==> src/rtl/tts_pkg.sv <==
// ----------------------------------------------------------------------------
// tts_pkg
// shared types, character codes and lookup functions for the text sanitiser
// ----------------------------------------------------------------------------
package tts_pkg;

  localparam int unsigned SGR_PARAM_DEPTH_DEF = 16;
  localparam int unsigned SGR_CAP_MAX         = 21;
  localparam int unsigned QUEUE_DEPTH         = 2;
  localparam logic [15:0] MAX_OUT_RESET       = 16'd4096;
  localparam int unsigned CUT_LEN             = 14;

  // character codes
  localparam logic [7:0] CH_ESC  = 8'h1B;
  localparam logic [7:0] CH_DEL  = 8'h7F;
  localparam logic [7:0] CH_LBR  = 8'h5B;
  localparam logic [7:0] CH_M    = 8'h6D;
  localparam logic [7:0] CH_SEMI = 8'h3B;
  localparam logic [7:0] CH_BSL  = 8'h5C;
  localparam logic [7:0] CH_X    = 8'h78;
  localparam logic [7:0] CH_U    = 8'h75;

  // parse phases
  localparam logic [1:0] PH_IDLE = 2'd0;
  localparam logic [1:0] PH_ESC  = 2'd1;
  localparam logic [1:0] PH_CSI  = 2'd2;
  localparam logic [1:0] PH_UTF8 = 2'd3;

  typedef struct packed {
    logic [7:0] data;
    logic       has;
    logic       fin;
    logic       is_esc;
    logic       is_ctrl;
    logic       is_ascii;
    logic [2:0] lead_len;
    logic [4:0] lead_bits;
    logic       is_cont;
    logic       is_param;
    logic       is_m;
    logic       is_lbr;
  } item_t;

  function automatic logic [7:0] hex_char(input logic [3:0] nib);
    hex_char = (nib < 4'd10) ? (8'h30 + {4'd0, nib}) : (8'h37 + {4'd0, nib});
  endfunction

  function automatic logic [7:0] cut_char(input logic [3:0] idx);
    case (idx)
      4'd0, 4'd1, 4'd2: cut_char = 8'h2E;
      4'd3:  cut_char = 8'h5B;
      4'd4:  cut_char = 8'h74;
      4'd5:  cut_char = 8'h72;
      4'd6:  cut_char = 8'h75;
      4'd7:  cut_char = 8'h6E;
      4'd8:  cut_char = 8'h63;
      4'd9:  cut_char = 8'h61;
      4'd10: cut_char = 8'h74;
      4'd11: cut_char = 8'h65;
      4'd12: cut_char = 8'h64;
      default: cut_char = 8'h5D;
    endcase
  endfunction

  function automatic logic is_format_cp(input logic [20:0] cp);
    is_format_cp = (cp >= 21'h80 && cp <= 21'h9F) || (cp >= 21'h200B && cp <= 21'h200F) ||
                   (cp >= 21'h202A && cp <= 21'h202E) || cp == 21'h2060 ||
                   (cp >= 21'h2066 && cp <= 21'h2069) || cp == 21'hFEFF;
  endfunction

endpackage

==> src/rtl/terminal_text_sanitizer.sv <==
// ----------------------------------------------------------------------------
// terminal_text_sanitizer
// byte-serial filter that makes untrusted text safe to print on a terminal
// ----------------------------------------------------------------------------
// latency: a plain byte, once accepted, passes fetch, dispatch, handle, finish
//   and release from the hold stage before it is presented on the output
// throughput: set by the single sequencer, which emits one byte a cycle while
//   the output is not stalled and takes no new word until the last is through
// reset: parser idle, counters clear, queue and output empty, limit 4096
// ----------------------------------------------------------------------------
module terminal_text_sanitizer #(
  parameter int unsigned SGR_PARAM_DEPTH = tts_pkg::SGR_PARAM_DEPTH_DEF
) (
  input  logic        clk_i,
  input  logic        rst_ni,
  // input words
  input  logic        in_valid_i,
  output logic        in_stall_o,
  input  logic [7:0]  data_byte_i,
  input  logic        has_byte_i,
  input  logic        end_of_text_i,
  // output words
  output logic        out_valid_o,
  input  logic        out_stall_i,
  output logic [7:0]  out_byte_o,
  output logic        last_of_run_o,
  output logic        end_of_output_o,
  // limit register write
  input  logic        cfg_valid_i,
  output logic        cfg_ready_o,
  input  logic [15:0] cfg_data_i
);
  import tts_pkg::*;

  // output byte limit; the user must write it only while the block is quiet, the block does not enforce this
  logic [15:0] max_out_q;

  // queue handshake between classifier and sequencer
  logic        q_full, q_push, q_pop, q_valid;
  item_t       q_in, q_out;
  logic [$clog2(QUEUE_DEPTH+1)-1:0] q_count;

  assign cfg_ready_o = 1'b1;

  always_ff @(posedge clk_i or negedge rst_ni) begin
    if (!rst_ni) begin
      max_out_q <= MAX_OUT_RESET;
    end else if (cfg_valid_i && cfg_ready_o) begin
      max_out_q <= cfg_data_i;
    end
  end

  // front: take words and tag byte classes
  tts_front u_front (
    .in_valid_i    (in_valid_i),
    .data_byte_i   (data_byte_i),
    .has_byte_i    (has_byte_i),
    .end_of_text_i (end_of_text_i),
    .in_stall_o    (in_stall_o),
    .q_full_i      (q_full),
    .q_push_o      (q_push),
    .q_item_o      (q_in)
  );

  // decoupling queue so either side can stall on its own
  tts_queue u_queue (
    .clk_i   (clk_i),
    .rst_ni  (rst_ni),
    .push_i  (q_push),
    .item_i  (q_in),
    .pop_i   (q_pop),
    .valid_o (q_valid),
    .item_o  (q_out),
    .full_o  (q_full),
    .count_o (q_count)
  );

  // back: parser and byte emitter with hold stage and output register
  tts_back #(
    .SGR_PARAM_DEPTH (SGR_PARAM_DEPTH)
  ) u_back (
    .clk_i           (clk_i),
    .rst_ni          (rst_ni),
    .max_out_i       (max_out_q),
    .q_valid_i       (q_valid),
    .q_item_i        (q_out),
    .q_pop_o         (q_pop),
    .out_stall_i     (out_stall_i),
    .out_valid_o     (out_valid_o),
    .out_byte_o      (out_byte_o),
    .last_of_run_o   (last_of_run_o),
    .end_of_output_o (end_of_output_o)
  );

  // end of text only ever marks the last byte of a word's run
  a_eop_last: assert property (@(posedge clk_i) disable iff (!rst_ni)
    out_valid_o && end_of_output_o |-> last_of_run_o)
    else $error("end_of_output without last_of_run");

  // sequencer never pops an empty queue
  a_pop_valid: assert property (@(posedge clk_i) disable iff (!rst_ni)
    q_pop |-> q_valid)
    else $error("pop from empty queue");

  // occupancy stays within the queue depth
  a_q_bound: assert property (@(posedge clk_i) disable iff (!rst_ni)
    q_count <= ($clog2(QUEUE_DEPTH+1))'(QUEUE_DEPTH))
    else $error("queue overfilled");

endmodule

==> src/rtl/tts_front.sv <==
// ----------------------------------------------------------------------------
// tts_front
// accepts input words and tags each byte with its character class
// ----------------------------------------------------------------------------
module tts_front (
  input  logic          in_valid_i,
  input  logic [7:0]    data_byte_i,
  input  logic          has_byte_i,
  input  logic          end_of_text_i,
  output logic          in_stall_o,
  input  logic          q_full_i,
  output logic          q_push_o,
  output tts_pkg::item_t q_item_o
);
  import tts_pkg::*;

  logic [7:0] b;
  assign b = data_byte_i;

  assign in_stall_o = q_full_i;
  assign q_push_o   = in_valid_i && !q_full_i;

  always_comb begin
    q_item_o          = '0;
    q_item_o.data     = b;
    q_item_o.has      = has_byte_i;
    q_item_o.fin      = end_of_text_i;
    q_item_o.is_esc   = (b == CH_ESC);
    q_item_o.is_ctrl  = (b < 8'h20) || (b == CH_DEL);
    q_item_o.is_ascii = !b[7];
    q_item_o.is_cont  = (b[7:6] == 2'b10);
    q_item_o.is_param = (b >= 8'h30 && b <= 8'h39) || (b == CH_SEMI);
    q_item_o.is_m     = (b == CH_M);
    q_item_o.is_lbr   = (b == CH_LBR);
    if (b[7:5] == 3'b110) begin
      q_item_o.lead_len  = 3'd2;
      q_item_o.lead_bits = b[4:0];
    end else if (b[7:4] == 4'b1110) begin
      q_item_o.lead_len  = 3'd3;
      q_item_o.lead_bits = {1'b0, b[3:0]};
    end else if (b[7:3] == 5'b11110) begin
      q_item_o.lead_len  = 3'd4;
      q_item_o.lead_bits = {2'b00, b[2:0]};
    end
  end

endmodule

==> src/rtl/tts_queue.sv <==
// ----------------------------------------------------------------------------
// tts_queue
// short item queue between the classifier and the sequencer
// ----------------------------------------------------------------------------
module tts_queue (
  input  logic           clk_i,
  input  logic           rst_ni,
  input  logic           push_i,
  input  tts_pkg::item_t item_i,
  input  logic           pop_i,
  output logic           valid_o,
  output tts_pkg::item_t item_o,
  output logic           full_o,
  output logic [$clog2(tts_pkg::QUEUE_DEPTH+1)-1:0] count_o
);
  import tts_pkg::*;

  localparam int unsigned PW = (QUEUE_DEPTH > 1) ? $clog2(QUEUE_DEPTH) : 1;
  localparam int unsigned CW = $clog2(QUEUE_DEPTH + 1);

  item_t         mem_q [QUEUE_DEPTH];
  logic [PW-1:0] wr_q, wr_d, rd_q, rd_d;
  logic [CW-1:0] cnt_q, cnt_d;

  assign valid_o = (cnt_q != '0);
  assign full_o  = (cnt_q == CW'(QUEUE_DEPTH));
  assign item_o  = mem_q[rd_q];
  assign count_o = cnt_q;

  always_comb begin
    wr_d  = wr_q;
    rd_d  = rd_q;
    cnt_d = cnt_q;
    if (push_i) begin
      wr_d = (wr_q == PW'(QUEUE_DEPTH - 1)) ? '0 : wr_q + PW'(1);
    end
    if (pop_i) begin
      rd_d = (rd_q == PW'(QUEUE_DEPTH - 1)) ? '0 : rd_q + PW'(1);
    end
    if (push_i && !pop_i) begin
      cnt_d = cnt_q + CW'(1);
    end else if (pop_i && !push_i) begin
      cnt_d = cnt_q - CW'(1);
    end
  end

  always_ff @(posedge clk_i or negedge rst_ni) begin
    if (!rst_ni) begin
      wr_q  <= '0;
      rd_q  <= '0;
      cnt_q <= '0;
    end else begin
      wr_q  <= wr_d;
      rd_q  <= rd_d;
      cnt_q <= cnt_d;
    end
  end

  always_ff @(posedge clk_i) begin
    if (push_i) begin
      mem_q[wr_q] <= item_i;
    end
  end

endmodule

==> src/rtl/tts_back.sv <==
// ----------------------------------------------------------------------------
// tts_back
// sequencer that parses escapes and utf-8 and emits one output byte a cycle while the output is not stalled
// ----------------------------------------------------------------------------
module tts_back #(
  parameter int unsigned SGR_PARAM_DEPTH = tts_pkg::SGR_PARAM_DEPTH_DEF
) (
  input  logic           clk_i,
  input  logic           rst_ni,
  input  logic [15:0]    max_out_i,
  input  logic           q_valid_i,
  input  tts_pkg::item_t q_item_i,
  output logic           q_pop_o,
  input  logic           out_stall_i,
  output logic           out_valid_o,
  output logic [7:0]     out_byte_o,
  output logic           last_of_run_o,
  output logic           end_of_output_o
);
  import tts_pkg::*;

  localparam int unsigned CAP = (SGR_PARAM_DEPTH > SGR_CAP_MAX) ? SGR_CAP_MAX : SGR_PARAM_DEPTH;
  localparam int unsigned SIW = (CAP > 1) ? $clog2(CAP) : 1;
  localparam int unsigned CW  = $clog2(CAP + 1);
  localparam int unsigned IW  = (CAP + 3 > 8) ? $clog2(CAP + 3) : 3;

  localparam logic [3:0] S_FETCH  = 4'd0;
  localparam logic [3:0] S_DISP   = 4'd1;
  localparam logic [3:0] S_HANDLE = 4'd2;
  localparam logic [3:0] S_HEX    = 4'd3;
  localparam logic [3:0] S_CUT    = 4'd4;
  localparam logic [3:0] S_CSIFL  = 4'd5;
  localparam logic [3:0] S_UTFFL  = 4'd6;
  localparam logic [3:0] S_SGR    = 4'd7;
  localparam logic [3:0] S_UESC   = 4'd8;
  localparam logic [3:0] S_UPASS  = 4'd9;
  localparam logic [3:0] S_FIN    = 4'd10;
  localparam logic [3:0] S_END    = 4'd11;

  logic [3:0]    state_q, state_d, ret_q, ret_d, cont_q, cont_d;
  logic [1:0]    phase_q, phase_d;
  item_t         item_q, item_d;
  logic [7:0]    store_q [CAP];
  logic [CW-1:0] scnt_q, scnt_d;
  logic [7:0]    pend_q [3];
  logic [2:0]    exp_q, exp_d;
  logic [1:0]    seen_q, seen_d;
  logic [20:0]   cp_q, cp_d;
  logic [16:0]   ecount_q, ecount_d;
  logic          trunc_q, trunc_d;
  logic [IW-1:0] idx_q, idx_d;
  logic [1:0]    hidx_q, hidx_d;
  logic [3:0]    cidx_q, cidx_d;
  logic [7:0]    hval_q, hval_d;
  logic          held_v_q, held_v_d;
  logic [7:0]    held_q, held_d;
  logic          out_v_q, out_v_d;
  logic [7:0]    obyte_q;
  logic          olast_q, oeop_q;

  logic          adv, out_free, cut_now;
  logic          emit_v, emit_cnt, end_push, load_out;
  logic [7:0]    emit_b, b, st_rd, pd_rd;
  logic          st_we, pd_we;
  logic [1:0]    pd_wa, pd_ra;
  logic [SIW-1:0] st_ra;
  logic [20:0]   cp_new, cp_min;
  logic          more, bad;

  assign b        = item_q.data;
  assign out_free = !out_v_q || !out_stall_i;
  assign adv      = !held_v_q || out_free;
  assign cut_now  = !trunc_q && (ecount_q >= {1'b0, max_out_i});
  assign cp_new   = {cp_q[14:0], b[5:0]};
  assign cp_min   = (exp_q == 3'd2) ? 21'h80 : (exp_q == 3'd3) ? 21'h800 : 21'h10000;
  assign more     = ({1'b0, seen_q} + 3'd1 < exp_q) && (seen_q < 2'd3);
  assign bad      = (cp_new < cp_min) || (cp_new > 21'h10FFFF) ||
                    (cp_new >= 21'hD800 && cp_new <= 21'hDFFF);

  // single read port per store
  assign st_ra = (state_q == S_SGR) ? SIW'(idx_q - IW'(2)) : SIW'(idx_q - IW'(1));
  assign st_rd = store_q[st_ra];
  assign pd_ra = (state_q == S_UTFFL || state_q == S_UPASS) ? idx_q[1:0] : 2'd0;
  assign pd_rd = pend_q[pd_ra];
  assign pd_wa = (state_q == S_HANDLE) ? 2'd0 : seen_q;

  always_comb begin
    state_d  = state_q;
    ret_d    = ret_q;
    cont_d   = cont_q;
    phase_d  = phase_q;
    item_d   = item_q;
    scnt_d   = scnt_q;
    exp_d    = exp_q;
    seen_d   = seen_q;
    cp_d     = cp_q;
    ecount_d = ecount_q;
    trunc_d  = trunc_q;
    idx_d    = idx_q;
    hidx_d   = hidx_q;
    cidx_d   = cidx_q;
    hval_d   = hval_q;
    held_v_d = held_v_q;
    held_d   = held_q;
    emit_v   = 1'b0;
    emit_cnt = 1'b0;
    emit_b   = '0;
    end_push = 1'b0;
    q_pop_o  = 1'b0;
    st_we    = 1'b0;
    pd_we    = 1'b0;
    if (adv) begin
      case (state_q)
        S_FETCH: begin
          if (q_valid_i) begin
            q_pop_o = 1'b1;
            item_d  = q_item_i;
            state_d = (q_item_i.has && !trunc_q) ? S_DISP : S_FIN;
          end
        end
        S_DISP: begin
          case (phase_q)
            PH_ESC: begin
              if (item_q.is_lbr) begin
                phase_d = PH_CSI;
                scnt_d  = '0;
                state_d = S_FIN;
              end else begin
                phase_d = PH_IDLE;
                hval_d  = CH_ESC;
                hidx_d  = '0;
                ret_d   = S_HANDLE;
                state_d = S_HEX;
              end
            end
            PH_CSI: begin
              if (item_q.is_param && scnt_q < CW'(CAP)) begin
                st_we   = 1'b1;
                scnt_d  = scnt_q + CW'(1);
                state_d = S_FIN;
              end else if (item_q.is_m) begin
                idx_d   = '0;
                state_d = S_SGR;
              end else begin
                phase_d = PH_IDLE;
                hval_d  = CH_ESC;
                hidx_d  = '0;
                ret_d   = S_CSIFL;
                idx_d   = '0;
                cont_d  = S_HANDLE;
                state_d = S_HEX;
              end
            end
            PH_UTF8: begin
              if (item_q.is_cont && more) begin
                pd_we   = 1'b1;
                seen_d  = seen_q + 2'd1;
                cp_d    = cp_new;
                state_d = S_FIN;
              end else if (!item_q.is_cont || bad) begin
                phase_d = PH_IDLE;
                hval_d  = pd_rd;
                hidx_d  = '0;
                ret_d   = S_UTFFL;
                idx_d   = IW'(1);
                cont_d  = S_HANDLE;
                state_d = S_HEX;
              end else begin
                phase_d = PH_IDLE;
                cp_d    = cp_new;
                idx_d   = '0;
                state_d = is_format_cp(cp_new) ? S_UESC : S_UPASS;
              end
            end
            default: state_d = S_HANDLE;
          endcase
        end
        S_HANDLE: begin
          state_d = S_FIN;
          if (trunc_q) begin
            state_d = S_FIN;
          end else if (cut_now) begin
            trunc_d = 1'b1;
            phase_d = PH_IDLE;
            cidx_d  = '0;
            ret_d   = S_FIN;
            state_d = S_CUT;
          end else if (item_q.is_esc) begin
            phase_d = PH_ESC;
          end else if (item_q.is_ctrl || (!item_q.is_ascii && item_q.lead_len == 3'd0)) begin
            hval_d  = b;
            hidx_d  = '0;
            ret_d   = S_FIN;
            state_d = S_HEX;
          end else if (item_q.is_ascii) begin
            emit_v   = 1'b1;
            emit_cnt = 1'b1;
            emit_b   = b;
          end else begin
            cp_d    = {16'd0, item_q.lead_bits};
            exp_d   = item_q.lead_len;
            pd_we   = 1'b1;
            seen_d  = 2'd1;
            phase_d = PH_UTF8;
          end
        end
        S_HEX: begin
          emit_v   = 1'b1;
          emit_cnt = 1'b1;
          case (hidx_q)
            2'd0:    emit_b = CH_BSL;
            2'd1:    emit_b = CH_X;
            2'd2:    emit_b = hex_char(hval_q[7:4]);
            default: emit_b = hex_char(hval_q[3:0]);
          endcase
          hidx_d = hidx_q + 2'd1;
          if (hidx_q == 2'd3) begin
            state_d = ret_q;
          end
        end
        S_CUT: begin
          emit_v = 1'b1;
          emit_b = cut_char(cidx_q);
          cidx_d = cidx_q + 4'd1;
          if (cidx_q == 4'(CUT_LEN - 1)) begin
            state_d = ret_q;
          end
        end
        S_CSIFL: begin
          if (idx_q > IW'(scnt_q)) begin
            scnt_d  = '0;
            state_d = cont_q;
          end else begin
            idx_d = idx_q + IW'(1);
            if (cut_now) begin
              trunc_d = 1'b1;
              phase_d = PH_IDLE;
              cidx_d  = '0;
              ret_d   = S_CSIFL;
              state_d = S_CUT;
            end else if (!trunc_q) begin
              emit_v   = 1'b1;
              emit_cnt = 1'b1;
              emit_b   = (idx_q == '0) ? CH_LBR : st_rd;
            end
          end
        end
        S_UTFFL: begin
          if (idx_q >= IW'(seen_q)) begin
            state_d = cont_q;
          end else begin
            idx_d = idx_q + IW'(1);
            if (cut_now) begin
              trunc_d = 1'b1;
              phase_d = PH_IDLE;
              cidx_d  = '0;
              ret_d   = S_UTFFL;
              state_d = S_CUT;
            end else if (!trunc_q) begin
              hval_d  = pd_rd;
              hidx_d  = '0;
              ret_d   = S_UTFFL;
              state_d = S_HEX;
            end
          end
        end
        S_SGR: begin
          emit_v   = 1'b1;
          emit_cnt = 1'b1;
          idx_d    = idx_q + IW'(1);
          if (idx_q == '0) begin
            emit_b = CH_ESC;
          end else if (idx_q == IW'(1)) begin
            emit_b = CH_LBR;
          end else if (idx_q == IW'(scnt_q) + IW'(2)) begin
            emit_b  = CH_M;
            scnt_d  = '0;
            phase_d = PH_IDLE;
            state_d = S_FIN;
          end else begin
            emit_b = st_rd;
          end
        end
        S_UESC: begin
          emit_v   = 1'b1;
          emit_cnt = 1'b1;
          idx_d    = idx_q + IW'(1);
          case (idx_q)
            IW'(0):  emit_b = CH_BSL;
            IW'(1):  emit_b = CH_U;
            IW'(2):  emit_b = hex_char(cp_q[15:12]);
            IW'(3):  emit_b = hex_char(cp_q[11:8]);
            IW'(4):  emit_b = hex_char(cp_q[7:4]);
            default: emit_b = hex_char(cp_q[3:0]);
          endcase
          if (idx_q == IW'(5)) begin
            state_d = S_FIN;
          end
        end
        S_UPASS: begin
          emit_v   = 1'b1;
          emit_cnt = 1'b1;
          idx_d    = idx_q + IW'(1);
          if (idx_q == IW'(seen_q)) begin
            emit_b  = b;
            state_d = S_FIN;
          end else begin
            emit_b = pd_rd;
          end
        end
        S_FIN: begin
          state_d = S_END;
          if (item_q.fin && !trunc_q) begin
            case (phase_q)
              PH_ESC: begin
                phase_d = PH_IDLE;
                hval_d  = CH_ESC;
                hidx_d  = '0;
                ret_d   = S_END;
                state_d = S_HEX;
              end
              PH_CSI: begin
                phase_d = PH_IDLE;
                hval_d  = CH_ESC;
                hidx_d  = '0;
                ret_d   = S_CSIFL;
                idx_d   = '0;
                cont_d  = S_END;
                state_d = S_HEX;
              end
              PH_UTF8: begin
                phase_d = PH_IDLE;
                hval_d  = pd_rd;
                hidx_d  = '0;
                ret_d   = S_UTFFL;
                idx_d   = IW'(1);
                cont_d  = S_END;
                state_d = S_HEX;
              end
              default: state_d = S_END;
            endcase
          end
        end
        S_END: begin
          end_push = held_v_q;
          held_v_d = 1'b0;
          state_d  = S_FETCH;
          if (item_q.fin) begin
            phase_d  = PH_IDLE;
            scnt_d   = '0;
            ecount_d = '0;
            trunc_d  = 1'b0;
          end
        end
        default: state_d = S_FETCH;
      endcase
    end
    // emitted byte waits in the hold stage until the next one shows up or the word ends
    if (emit_v) begin
      held_d   = emit_b;
      held_v_d = 1'b1;
      if (emit_cnt && ecount_q != 17'h1FFFF) begin
        ecount_d = ecount_q + 17'd1;
      end
    end
  end

  assign load_out = (emit_v && held_v_q) || end_push;

  always_comb begin
    out_v_d = out_v_q && out_stall_i;
    if (load_out) begin
      out_v_d = 1'b1;
    end
  end

  always_ff @(posedge clk_i or negedge rst_ni) begin
    if (!rst_ni) begin
      state_q  <= S_FETCH;
      ret_q    <= S_FETCH;
      cont_q   <= S_FETCH;
      phase_q  <= PH_IDLE;
      scnt_q   <= '0;
      exp_q    <= '0;
      seen_q   <= '0;
      cp_q     <= '0;
      ecount_q <= '0;
      trunc_q  <= 1'b0;
      idx_q    <= '0;
      hidx_q   <= '0;
      cidx_q   <= '0;
      held_v_q <= 1'b0;
      out_v_q  <= 1'b0;
    end else begin
      state_q  <= state_d;
      ret_q    <= ret_d;
      cont_q   <= cont_d;
      phase_q  <= phase_d;
      scnt_q   <= scnt_d;
      exp_q    <= exp_d;
      seen_q   <= seen_d;
      cp_q     <= cp_d;
      ecount_q <= ecount_d;
      trunc_q  <= trunc_d;
      idx_q    <= idx_d;
      hidx_q   <= hidx_d;
      cidx_q   <= cidx_d;
      held_v_q <= held_v_d;
      out_v_q  <= out_v_d;
    end
  end

  always_ff @(posedge clk_i) begin
    item_q <= item_d;
    hval_q <= hval_d;
    held_q <= held_d;
    if (st_we) begin
      store_q[SIW'(scnt_q)] <= b;
    end
    if (pd_we) begin
      pend_q[pd_wa] <= b;
    end
    if (load_out) begin
      obyte_q <= held_q;
      olast_q <= end_push;
      oeop_q  <= end_push && item_q.fin;
    end
  end

  assign out_valid_o     = out_v_q;
  assign out_byte_o      = obyte_q;
  assign last_of_run_o   = olast_q;
  assign end_of_output_o = oeop_q;

endmodule
==> config.mk <==
export PLATFORM = sky130hd
export DESIGN_NAME = terminal_text_sanitizer
export DESIGN_NICKNAME = d
export VERILOG_FILES = /design/src/rtl/tts_pkg.sv /design/src/rtl/terminal_text_sanitizer.sv /design/src/rtl/tts_front.sv /design/src/rtl/tts_queue.sv /design/src/rtl/tts_back.sv
export SDC_FILE = /design/constraint.sdc
export NUM_CORES = 1
export LEC_CHECK = 0
export BUFFER_PORTS_ARGS = -buffer_cell sky130_fd_sc_hd__buf_2
export CAP_MARGIN = 0
export CORE_UTILIZATION = 52
export CTS_CLUSTER_SIZE = 12
export DETAILED_ROUTE_END_ITERATION = 6
export PLACE_DENSITY = 0.68
export SLEW_MARGIN = 20
export SYNTH_ARGS = -nofsm -noshare
export SYNTH_HDL_FRONTEND = slang
export SYNTH_HIERARCHICAL = 1
export SYNTH_SLANG_ARGS = --single-unit
export TNS_END_PERCENT = 100
==> constraint.sdc <==
create_clock -name clk_i -period 5.24 [get_ports clk_i]
set_clock_uncertainty 0.15 [all_clocks]
set_input_delay 0.524 -clock clk_i [delete_from_list [all_inputs] [get_ports clk_i]]
set_output_delay 0.524 -clock clk_i [all_outputs]
set_load 0.01 [all_outputs]
==> results of run 1 <==
-- critical path, stage by stage, from the launching register on --
cell     delay [ps]
dfrtp_1         900
and4b_1         530
xnor2_2         940
inv_1           380
mux4_2          520
o211a_1         210
o21ai_0         220
a31oi_1         110
-- logic make-up (layout without fill, tap and decap cells) --
kind of cell | count (synthesis) | in the layout
buf+inv | 174 | 236
compound gates | 412 | 412
other cells | 1 | 1
mux | 126 | 126
fa+ha+maj | 77 | 77
flops | 341 | 341
simple gates | 516 | 516
xor+xnor | 24 | 24
-- cells in the mapped netlist (11+ instances only) --
cell type    n  area, sq um
edfxtp_1   252         7570
nand2_1    133          499
nor2_1     106          398
dfrtp_1     88         2200
a21oi_1     81          405
o21ai_0     80          400
ha_1        77          963
clkbuf_1    69          259
inv_1       69          259
nand3_1     59          295
nor3_1      55          275
mux2i_1     52          521
o22ai_1     47          294
mux2_4      32          480
nor2b_1     32          200
mux2_2      30          338
a31oi_1     19          119
and3_1      18          113
a211oi_1    17          128
a221oi_1    17          149
nand4_1     17          106
a22o_1      16          140
nand2b_1    16          100
o211ai_1    15          113
xnor2_1     15          131
a22oi_1     14          105
or3_1       13         81.3
and2_1      12         75.1
buf_2       12         60.1
buf_4       12         90.1
mux4_2      12          270
a21o_1      11         82.6
o31ai_1     11         82.6
-- worst max path at each step --
stage	from	to	slack, ps	cells past startpoint
finish	u_back/state_q[3]	u_back/held_q[4]	980	7
global route	u_back/state_q[3]	u_back/held_q[4]	690	7
global placement	u_back/state_q[3]	u_back/held_q[4]	1100	7
floorplan	u_back/idx_q[0]	u_back/hval_q[0]	1090	10
detailed placement	u_back/state_q[3]	u_back/held_q[4]	1060	7
CTS	u_back/state_q[3]	u_back/held_q[4]	1070	7
-- layer usage --
| layer | share of wire, % | wire, um | vias to the layer above |
|---|---|---|---|
| li1 | - | - | 6404 |
| met5 | 0 | 0 | - |
| met4 | 3.2 | 1610 | 0 |
| met1 | 43 | 21300 | 6832 |
| met3 | 8.3 | 4150 | 117 |
| met2 | 46 | 22900 | 701 |
-- power by group through the flow --
stage               clock network, mW  logic, mW  registers (mW)
floorplan                           0       3.17            3.76
global placement                    0       4.19            3.97
detailed placement                  0       4.23            3.99
CTS                              2.82       4.25            3.94
global route                     2.92       4.69            3.99
finish                           2.76       4.35            3.94
-- timing repair --
item                                    in CTS  in global routing
endpoints found under the hold margin       57                  0
buffers inserted                             0                  0
hold buffers                                 3                  0
endpoints found under the setup margin       0                  0
-- flip-flops by register name (all words and copies together), names as in the netlist, 3 cells and up --
name	cells
u_back/cidx_q	4
u_back/exp_q	3
u_back/ret_q	4
u_back/held_q	8
u_back/out_byte_o	8
u_back/item_q	16
max_out_q	16
u_back/scnt_q	5
u_back/b	8
u_back/hval_q	8
u_back/ecount_q	17
u_back/idx_q	5
u_queue/mem_q	50
u_back/cp_q	16
u_back/store_q	128
u_back/state_q	4
u_back/pend_q	24
-- per-stage QoR --
step	area, sq um	setup slack (ps)
2_1_floorplan	18700	1090
3_3_place_gp	19400	1100
3_5_place_dp	19400	1060
4_1_cts	20700	1070
5_1_grt	20700	690
6_report	20700	982
-- cell type report --
| class | count | share of cell area (%) |
|---|---|---|
| sequential | 341 | 47.2 |
| multi-input combinational | 1156 | 39.5 |
| clock buffer | 55 | 5.44 |
| timing repair buffer | 93 | 2.94 |
| tap | 461 | 2.78 |
| inverter | 69 | 1.25 |
| clock inverter | 19 | 0.868 |
-- layout by cell type (no fill, tap or decap), types with 14 or more instances in the layout --
cell       netlist  final
inv_1           69     69
mux2i_1         52     52
mux2_4          32     32
ha_1            77     77
nor2_1         106    105
a22oi_1         14     14
o21ai_0         80     80
nor3_1          55     50
nor2b_1         32     31
nand3_1         59     59
and3_1          18     18
xnor2_1         15     15
edfxtp_1       252    252
a221oi_1        17     17
a22o_1          16     16
nand2_1        133    133
a21oi_1         81     81
buf_4           12     48
dfrtp_1         88     87
o22ai_1         47     47
nand2b_1        16     16
a31oi_1         19     19
buf_2           12     41
clkbuf_16        0     41
a211oi_1        17     17
o211ai_1        15     15
mux2_2          30     30
nand4_1         17     17
==> reports/results.tsv, run 1 <==
stage	metric	value	unit
synthesis	synth_fa_ha_area_share	5.14	%
layout	fin_cells	2194	
setup_path	path_class	flop to flop	
power_and_ir_drop	pwr-share-clk	25.0	%
die	die_height	192	um
synthesis	syn_avg_cell_area	11.2	sq um
setup_path	reg2reg_slack	980	ps
hold_path	hp-start	cfg_data_i[11]	
setup_path	path_max_fanout	27	
power_and_ir_drop	cellLeakagePower	7.94	nW
power_and_ir_drop	swShare	38.5	%
grt	global_route.usage.met2	43.2	%
synthesis	synth_mux_area_share	8.59	%
clocking	h-tree-depth	2	
hold_path	hp-class	input port to flop	
synthesis	synth-main-ff-cell	edfxtp_1	
die	start_util	52.8	%
layout	multiInputGateArea	0.00820	sq mm
sta	tns	0	ps
clocking	cts_tree	built	
synthesis	synth-xor-area-share	1.16	%
sta	tightestPinTransition	1090	ps
synthesis	synth_area	0.0187	sq mm
synthesis	ys_warn_count	6	
synthesis	syn_inst	1671	
synthesis	synth_edf_count	252	
power_and_ir_drop	power_density	532	mW/mm^2
layout	nets	1809	
synthesis	yosys.area_share.simple	13.7	%
sta	drv_slew	0	
grt	antenna_found_initial	0	
sta	clock.fmax	235	MHz
grt	use_met3	5.43	%
synthesis	ys_async_sr_fraction	26.1	%
sta	setup_viol	0	
power_and_ir_drop	p_int	6.79	mW
placed_design	globalplace.congestion	0.959	
hold_path	hold_end	max_out_q[11]	
detailed_routing	via_per_inst	6.41	
sta	min_period	4260	ps
grt	grt_pass1_wl	76800	um
synthesis	syn_nets	1779	
die	dieArea	0.0368	sq mm
power_and_ir_drop	switchingPower	4.25	mW
clocking	clk_latency	560	ps
sta	hold_violations	0	
placed_design	io_buffers	42	
layout	area_growth	10.7	%
sta	whs	60.3	ps
placed_design	dp_hpwl	34800	um
clocking	path_clk_slew	60	ps
setup_path	cp-end-kind	flop	
detailed_routing	first_pass_iters	6	
placed_design	placed_cells	2116	
layout	drive_above_1_share	14.6	%
die	dieWidth	192	um
sta	final.period_utilization	81.3	%
hold_path	whs_path_depth	2	
setup_path	crit_required	5380	ps
die	io_pins	44	
power_and_ir_drop	combPwrFrac	39.3	%
sta	rsz0062_at_grt	false	
setup_path	r2r-end	u_back/held_q[4]	
synthesis	ys_seq_elements	341	
detailed_routing	antenna_left	0	
synthesis	synth_cell_types	87	
clocking	clk_path_buf_depth	3	
power_and_ir_drop	power.total	11.0	mW
clocking	clock-sinks	341	
detailed_routing	drcViolationCount	0	
grt	grt-ovfl-total	0	
setup_path	r2r_cells	7	
grt	grt_pass1_vias	13400	
layout	register_area	0.00980	sq mm
detailed_routing	wirelength	49900	um
die	core_area	0.0355	sq mm
grt	busiest_layer	met2	
die	fp-row-count	69	
grt	grt_usage	27.5	%
synthesis	synth_top_family_by_area	compound AO/OA/AOI/OAI gates	
power_and_ir_drop	pwr-share-seq	35.7	%
clocking	root_buffer	clkbuf_16	
clocking	cts_made_buffers	40	
run_status	status	complete, no violations	
synthesis	synth_compound_area_share	14.9	%
sta	slew_headroom	27.0	%
clocking	cts_resized	0	
grt	grt_use_met1	37.7	%
detailed_routing	vias	14100	
setup_path	start_kind	flop	
grt	grt_max_degree	56	
detailed_routing	drtIter0Drc	1518	
layout	fill_cells	2916	
setup_path	cp_data_arrival_time	4400	ps
power_and_ir_drop	ir_drop	0.297	mV
detailed_routing	wl_per_cell	22.8	um
setup_path	r2r_start	u_back/state_q[3]	
run	max_cap_violations	0	
layout	antenna_cells	0	
layout	fin_util	58.5	%
synthesis	yosysSeqAreaShare	52.3	%
Note: power is estimated with default switching activity, not from simulation.
==> run 2: changes to the inputs <==
Clock period 5.24 ns to 4.1 ns, I/O delays scaled along.
==> run 2 against run 1 <==
Worst hold slack worse by 40 ps. Final cell count increased by 2.6%. Via count rose by 1.9%. Register-to-register slack worse by 640 ps. Sequential share of layout area fell by 0.88 points. Design area rose by 1.9%. Non-clock buffer count is 63 higher. Clock power grew 19%. Combinational power is 36% higher. Flip-flop and latch count stayed put. Global-route usage increased by 0.44 points.
==> reports/results.tsv, run 2 (same netlist as run 1, synthesis figures left out) <==
stage	metric	value	unit
die	start_util	52.8	%
hold_path	whs_path_depth	1	
power_and_ir_drop	pwr-share-seq	34.9	%
setup_path	r2r_cells	10	
detailed_routing	vias	14300	
clocking	cts_resized	0	
layout	register_area	0.00980	sq mm
grt	grt_pass1_wl	78100	um
layout	drive_above_1_share	15.9	%
sta	min_period	3750	ps
hold_path	hp-class	input port to flop	
power_and_ir_drop	ir_drop	0.434	mV
layout	fin_util	59.6	%
clocking	cts_setup_buffers	0	
setup_path	critPathTopFamily	compound AO/OA/AOI/OAI gates	
power_and_ir_drop	swShare	38.7	%
grt	grt_pass1_vias	13500	
detailed_routing	drtIter0Drc	1721	
layout	fill_cells	2840	
grt	antenna_found_initial	0	
hold_path	hp-start	data_byte_i[3]	
die	dieArea	0.0368	sq mm
setup_path	path_max_fanout	8	
detailed_routing	drcViolationCount	0	
sta	tns	0	ps
die	die_height	192	um
setup_path	r2r-end	u_back/hidx_q[0]	
die	fp-row-count	69	
setup_path	cp-end-kind	flop	
setup_path	r2r_start	u_back/ecount_q[3]	
layout	fin_cells	2252	
clocking	clk_path_buf_depth	3	
detailed_routing	first_pass_iters	6	
power_and_ir_drop	switchingPower	5.47	mW
placed_design	dp_hpwl	35900	um
layout	area_growth	12.8	%
sta	slew_headroom	35.8	%
detailed_routing	wl_per_cell	22.4	um
placed_design	placed_cells	2160	
sta	hold_violations	0	
power_and_ir_drop	power.total	14.1	mW
sta	clock.fmax	266	MHz
power_and_ir_drop	p_int	8.64	mW
placed_design	globalplace.congestion	1.03	
setup_path	critPathMaxStageDelay	570	ps
setup_path	path_class	flop to flop	
setup_path	cp_data_arrival_time	4020	ps
layout	final_cell_mix	edfxtp_1 (252), nand2_1 (133), nor2_1 (105)	
setup_path	crit_required	4360	ps
power_and_ir_drop	pwr-share-clk	23.2	%
run	max_cap_violations	0	
setup_path	cp_common_cell	a21oi_1	
sta	setup_viol	0	
clocking	cts.hold.buffers_added	23	
detailed_routing	antenna_left	0	
clocking	clk_latency	540	ps
power_and_ir_drop	combPwrFrac	41.9	%
sta	drv_slew	0	
detailed_routing	via_per_inst	6.36	
clocking	h-tree-depth	2	
setup_path	cp_slowest_cell	o41ai_2	
clocking	cts_made_buffers	38	
setup_path	start_kind	flop	
run_status	status	complete, no violations	
grt	grt_usage	28.0	%
sta	whs	20.6	ps
placed_design	io_buffers	42	
clocking	root_buffer	clkbuf_16	
die	io_pins	44	
clocking	cts_tree	built	
power_and_ir_drop	power_density	668	mW/mm^2
layout	regMostFlops	u_back/store_q	
die	dieWidth	192	um
power_and_ir_drop	cellLeakagePower	8.17	nW
sta	tightestPinTransition	960	ps
layout	antenna_cells	0	
layout	largest_reg_flops	128	
grt	grt_max_degree	61	
sta	final.period_utilization	91.5	%
layout	multiInputGateArea	0.00818	sq mm
setup_path	crit_chain	ha_1, a21o_1, a21oi_1, a21oi_1, o41ai_2, a21oi_1, a211o_1, nor4_1, buf_4, mux2_2	
layout	final_common_cell	edfxtp_1	
clocking	path_clk_slew	60	ps
die	core_area	0.0355	sq mm
setup_path	reg2reg_slack	350	ps
hold_path	hold_end	u_queue/mem_q[0][20]	
sta	rsz0062_at_grt	false	
clocking	clock-sinks	341	
grt	grt-ovfl-total	0	
layout	nets	1870	
setup_path	path_buf_inv	1	
detailed_routing	wirelength	50600	um
layout	reg_top3	u_back/store_q x128, u_queue/mem_q x50, u_back/pend_q x24	
## run 2: cell count changes in the layout (fill, tap and decap cells not counted), sizes merged
cell / before / now
buf: 90 / 133
bufinv: 3 / 2
clkbuf: 55 / 57
clkinv: 12 / 8
dlygate4sd3: 3 / 23
inv: 72 / 70
## run 2: layout make-up
type / count / area share [%]
Sequential cell: 341 / 46.3
Multi-Input combinational cell: 1156 / 38.7
Timing Repair Buffer: 156 / 5.36
Clock buffer: 57 / 5.13
Tap cell: 461 / 2.73
Inverter: 69 / 1.23
Clock inverter: 12 / 0.533
## run 2: layer usage
layer	vias to the layer above	GRT usage, %	part of all wire [%]
met4	0	9.31	2.8
met3	114	4.97	8.7
li1	6531	-	-
met5	-	0	0
met1	7001	39.3	43
met2	679	43.8	46
## run 2: worst register-to-register path, stage by stage (launching register included)
cell and delay [ps]:
dfrtp_1 440, ha_1 320, a21o_1 180, a21oi_1 140, a21oi_1 90, o41ai_2 570
a21oi_1 430, a211o_1 410, nor4_1 380, buf_4 210, mux2_2 320
## run 2: how the worst max path moves through the flow
stage	to	slack (ps)	cells past startpoint	from
after floorplan	u_back/ret_q[0]	80	13	u_back/idx_q[0]
after global placement	u_back/hidx_q[0]	440	10	u_back/ecount_q[3]
after detailed placement	u_back/hidx_q[0]	480	10	u_back/ecount_q[3]
after CTS	u_back/hidx_q[0]	480	10	u_back/ecount_q[3]
after global routing	u_back/hidx_q[0]	210	10	u_back/ecount_q[3]
final	u_back/hidx_q[0]	350	10	u_back/ecount_q[3]
## run 2: power groups by stage
| stage | registers (mW) | clock network, mW | logic, mW |
|---|---|---|---|
| 6_report | 4.92 | 3.28 | 5.91 |
| 5_1_grt | 4.98 | 3.48 | 6.37 |
| 4_1_cts | 4.90 | 3.35 | 5.79 |
| 3_5_place_dp | 4.97 | 0 | 5.75 |
| 3_3_place_gp | 4.95 | 0 | 5.68 |
| 2_1_floorplan | 4.80 | 0 | 4.06 |
## run 2: per-stage QoR
step	setup slack, ps	area, sq um
global placement	440	19700
CTS	483	21100
finish	347	21100
floorplan	77.8	18700
global route	212	21100
detailed placement	484	19700
==> run 3: changes to the inputs <==
Settings changed: ABC_AREA set to 1, CORE_ASPECT_RATIO set to 0.9.
==> run 3 against run 2 <==
Critical endpoint is now u_back/pend_q[1][5]. Total power rose by 2.9%. Critical path type unchanged. Largest cell class unchanged. Maximum frequency rose by 14%. Synthesized cell count rose by 26%. Area after synthesis rose by 0.37%. Global-route usage rose by 0.54 points.
==> reports/results.tsv, run 3 <==
stage	metric	value	unit
run_status	status	complete, no violations	
placed_design	dp_hpwl	36500	um
placed_design	globalplace.congestion	1.00	
die	start_util	53.3	%
placed_design	placed_area	0.0194	sq mm
sta	slew_headroom	32.8	%
layout	area_growth	10.7	%
detailed_routing	drcViolationCount	0	
layout	reg_top3	u_back/store_q x128, u_queue/mem_q x50, u_back/pend_q x24	
die	dieWidth	202	um
grt	global_route.usage.met2	44.4	%
die	io_pins	44	
synthesis	yosysSeqAreaShare	52.1	%
detailed_routing	via_per_inst	5.65	
clocking	clock-sinks	341	
hold_path	hp-start	data_byte_i[5]	
sta	tightestPinTransition	1010	ps
synthesis	ys_seq_elements	341	
synthesis	yosys.area_share.simple	24.0	%
setup_path	critPathMaxStageDelay	540	ps
grt	grt_pass1_wl	81400	um
setup_path	crit_start	max_out_q[12]	
clocking	h-tree-depth	2	
sta	min_period	3300	ps
synthesis	netlist_top_cells_count	nand2_1 (503), edfxtp_1 (252), inv_1 (249)	
setup_path	critPathTopFamily	simple AND/OR/NAND/NOR gates	
die	dieArea	0.0369	sq mm
clocking	cts_made_buffers	38	
detailed_routing	wirelength	51600	um
power_and_ir_drop	cellLeakagePower	9.16	nW
setup_path	cp_data_arrival_time	3390	ps
grt	grt_pass1_vias	14600	
layout	final_cell_mix	nand2_1 (503), edfxtp_1 (252), inv_1 (249)	
placed_design	io_buffers	42	
synthesis	synth_edf_count	252	
sta	hold_violations	0	
sta	clock.fmax	303	MHz
sta	tns	0	ps
synthesis	synth-xor-area-share	1.20	%
run	max_cap_violations	0	
synthesis	yosysTopAreaCellShare	40.2	%
setup_path	cp_slowest_cell	dfstp_2	
detailed_routing	drtIter0Drc	1464	
synthesis	ys_warn_count	6	
clocking	clk_latency	530	ps
grt	grt_usage	28.5	%
layout	final_common_cell	nand2_1	
synthesis	synth_area	0.0188	sq mm
grt	busiest_layer	met2	
setup_path	start_kind	flop	
clocking	cts_tree	built	
setup_path	path_max_fanout	11	
clocking	clk_path_buf_depth	3	
setup_path	cp_common_cell	nand2_1	
power_and_ir_drop	power_density	697	mW/mm^2
synthesis	syn_avg_cell_area	8.93	sq um
layout	fill_cells	3120	
detailed_routing	vias	15100	
grt	grt_use_met1	40.4	%
sta	setup_viol	0	
setup_path	path_buf_inv	4	
layout	finish.instance_area	0.0208	sq mm
layout	nets	2288	
synthesis	synth-main-ff-cell	edfxtp_1	
hold_path	hp-class	input port to flop	
clocking	root_buffer	clkbuf_16	
synthesis	synth_cell_types	61	
synthesis	synth_fa_ha_area_share	5.12	%
setup_path	path_class	flop to flop	
die	core_area	0.0353	sq mm
synthesis	synth_top_family_by_area	simple AND/OR/NAND/NOR gates	
synthesis	synth_compound_area_share	8.01	%
grt	antenna_found_initial	1	
synthesis	synth_mux_area_share	1.93	%
synthesis	synthTopCellsByArea	edfxtp_1 (40%), dfrtp_1 (12%), nand2_1 (10%), nand3_1 (6.1%), ha_1 (5.1%)	
setup_path	cp-end-kind	flop	
sta	final.period_utilization	80.5	%
synthesis	yosysMostFrequentCell	nand2_1	
clocking	path_clk_slew	60	ps
setup_path	crit_required	4190	ps
synthesis	syn_nets	2214	
layout	fin_cells	2674	
grt	grt_max_degree	89	
synthesis	synth_top_cell_by_area	edfxtp_1	
setup_path	r2r_start	max_out_q[12]	
setup_path	crit_chain	inv_1, ha_1, nand2_1, inv_1, nand2_1, nand2_1, a21oi_1, nand4_1, nor2_1, buf_4, nand3b_1, nand2_1, nand3_1, nor3_1, buf_4	
die	die_height	182	um
die	fp-row-count	65	
synthesis	syn_inst	2106	
power_and_ir_drop	ir_drop	0.431	mV
clocking	cts_resized	0	
detailed_routing	first_pass_iters	6	
layout	drive_above_1_share	9.17	%
grt	grt-ovfl-total	0	
sta	rsz0062_at_grt	false	
synthesis	ys_async_sr_fraction	26.1	%
layout	regMostFlops	u_back/store_q	
grt	use_met3	5.07	%
layout	largest_reg_flops	128	
placed_design	placed_cells	2585	
detailed_routing	wl_per_cell	19.3	um
sta	drv_slew	0	
detailed_routing	antenna_left	0	
power_and_ir_drop	power.total	14.5	mW
-- run 3: final timing paths --
check,cells after the start,endpoint,slack [ps]
min in group asynchronous,2,u_back/hidx_q[1],370
worst max-delay path,15,u_back/pend_q[1][5],800
worst min register to register,0,u_back/out_byte_o[6],270
worst min-delay path,1,u_queue/mem_q[0][22],20
worst max register to register,15,u_back/pend_q[1][5],800
max in group asynchronous,3,max_out_q[12],2420
-- run 3: timing repair --
item	in CTS	in global routing
hold buffers	24	0
hold endpoints to repair	85	0
setup buffers	0	0
-- run 3: worst reg2reg max path, cell delays in order, from the launching register on --
cell and delay [ps]:
dfstp_2 540, inv_1 40, ha_1 320, nand2_1 80, inv_1 40, nand2_1 60
nand2_1 50, a21oi_1 120, nand4_1 300, nor2_1 320, buf_4 230, nand3b_1 90
nand2_1 70, nand3_1 150, nor3_1 230, buf_4 210
-- run 3: final cells by class --
cell class	count	area, sq um	share of cell area [%]
Antenna cell	1	2.50	0.0120
Clock buffer	53	1060	5.09
Clock inverter	11	90.1	0.433
Inverter	266	1010	4.83
Multi-Input combinational cell	1436	7580	36.4
Sequential cell	341	9800	47.0
Tap cell	469	587	2.82
Timing Repair Buffer	97	698	3.35
-- run 3: logic make-up (layout without fill, tap and decap cells) --
group                    count (synthesis)  count (layout)
AND/OR/NAND/NOR                       1045            1045
flip-flops                             341             341
buffers and inverters                  329             427
AO/OA/AOI/OAI                          262             262
adder cells (fa/ha/maj)                 77              77
multiplexers                            26              26
XOR/XNOR                                25              25
other                                    1               2
-- run 3: per-stage QoR --
step	setup WS, ps	utilization (%)	hold slack [ps]
3_3_place_gp	874	55.1	259
2_1_floorplan	946	-	-35.6
5_1_grt	492	59.0	10.7
4_1_cts	819	59.0	0.341
3_5_place_dp	841	55.1	262
6_report	798	59.0	21.3
-- run 3: per-layer routing --
metal | vias up | share of wire (%) | wire length (um)
met3 | 94 | 8.0 | 4150
met5 | - | 0 | 0
met1 | 7206 | 44 | 22800
met2 | 605 | 45 | 23100
li1 | 7209 | - | -
met4 | 0 | 3.0 | 1520
-- run 3: power breakdown --
part / internal (mW) / leakage [nW] / switching (mW) / total, mW
clock network: 1.87 / 0.553 / 1.35 / 3.22
registers: 4.59 / 3.45 / 0.548 / 5.14
logic: 1.84 / 5.15 / 4.32 / 6.16
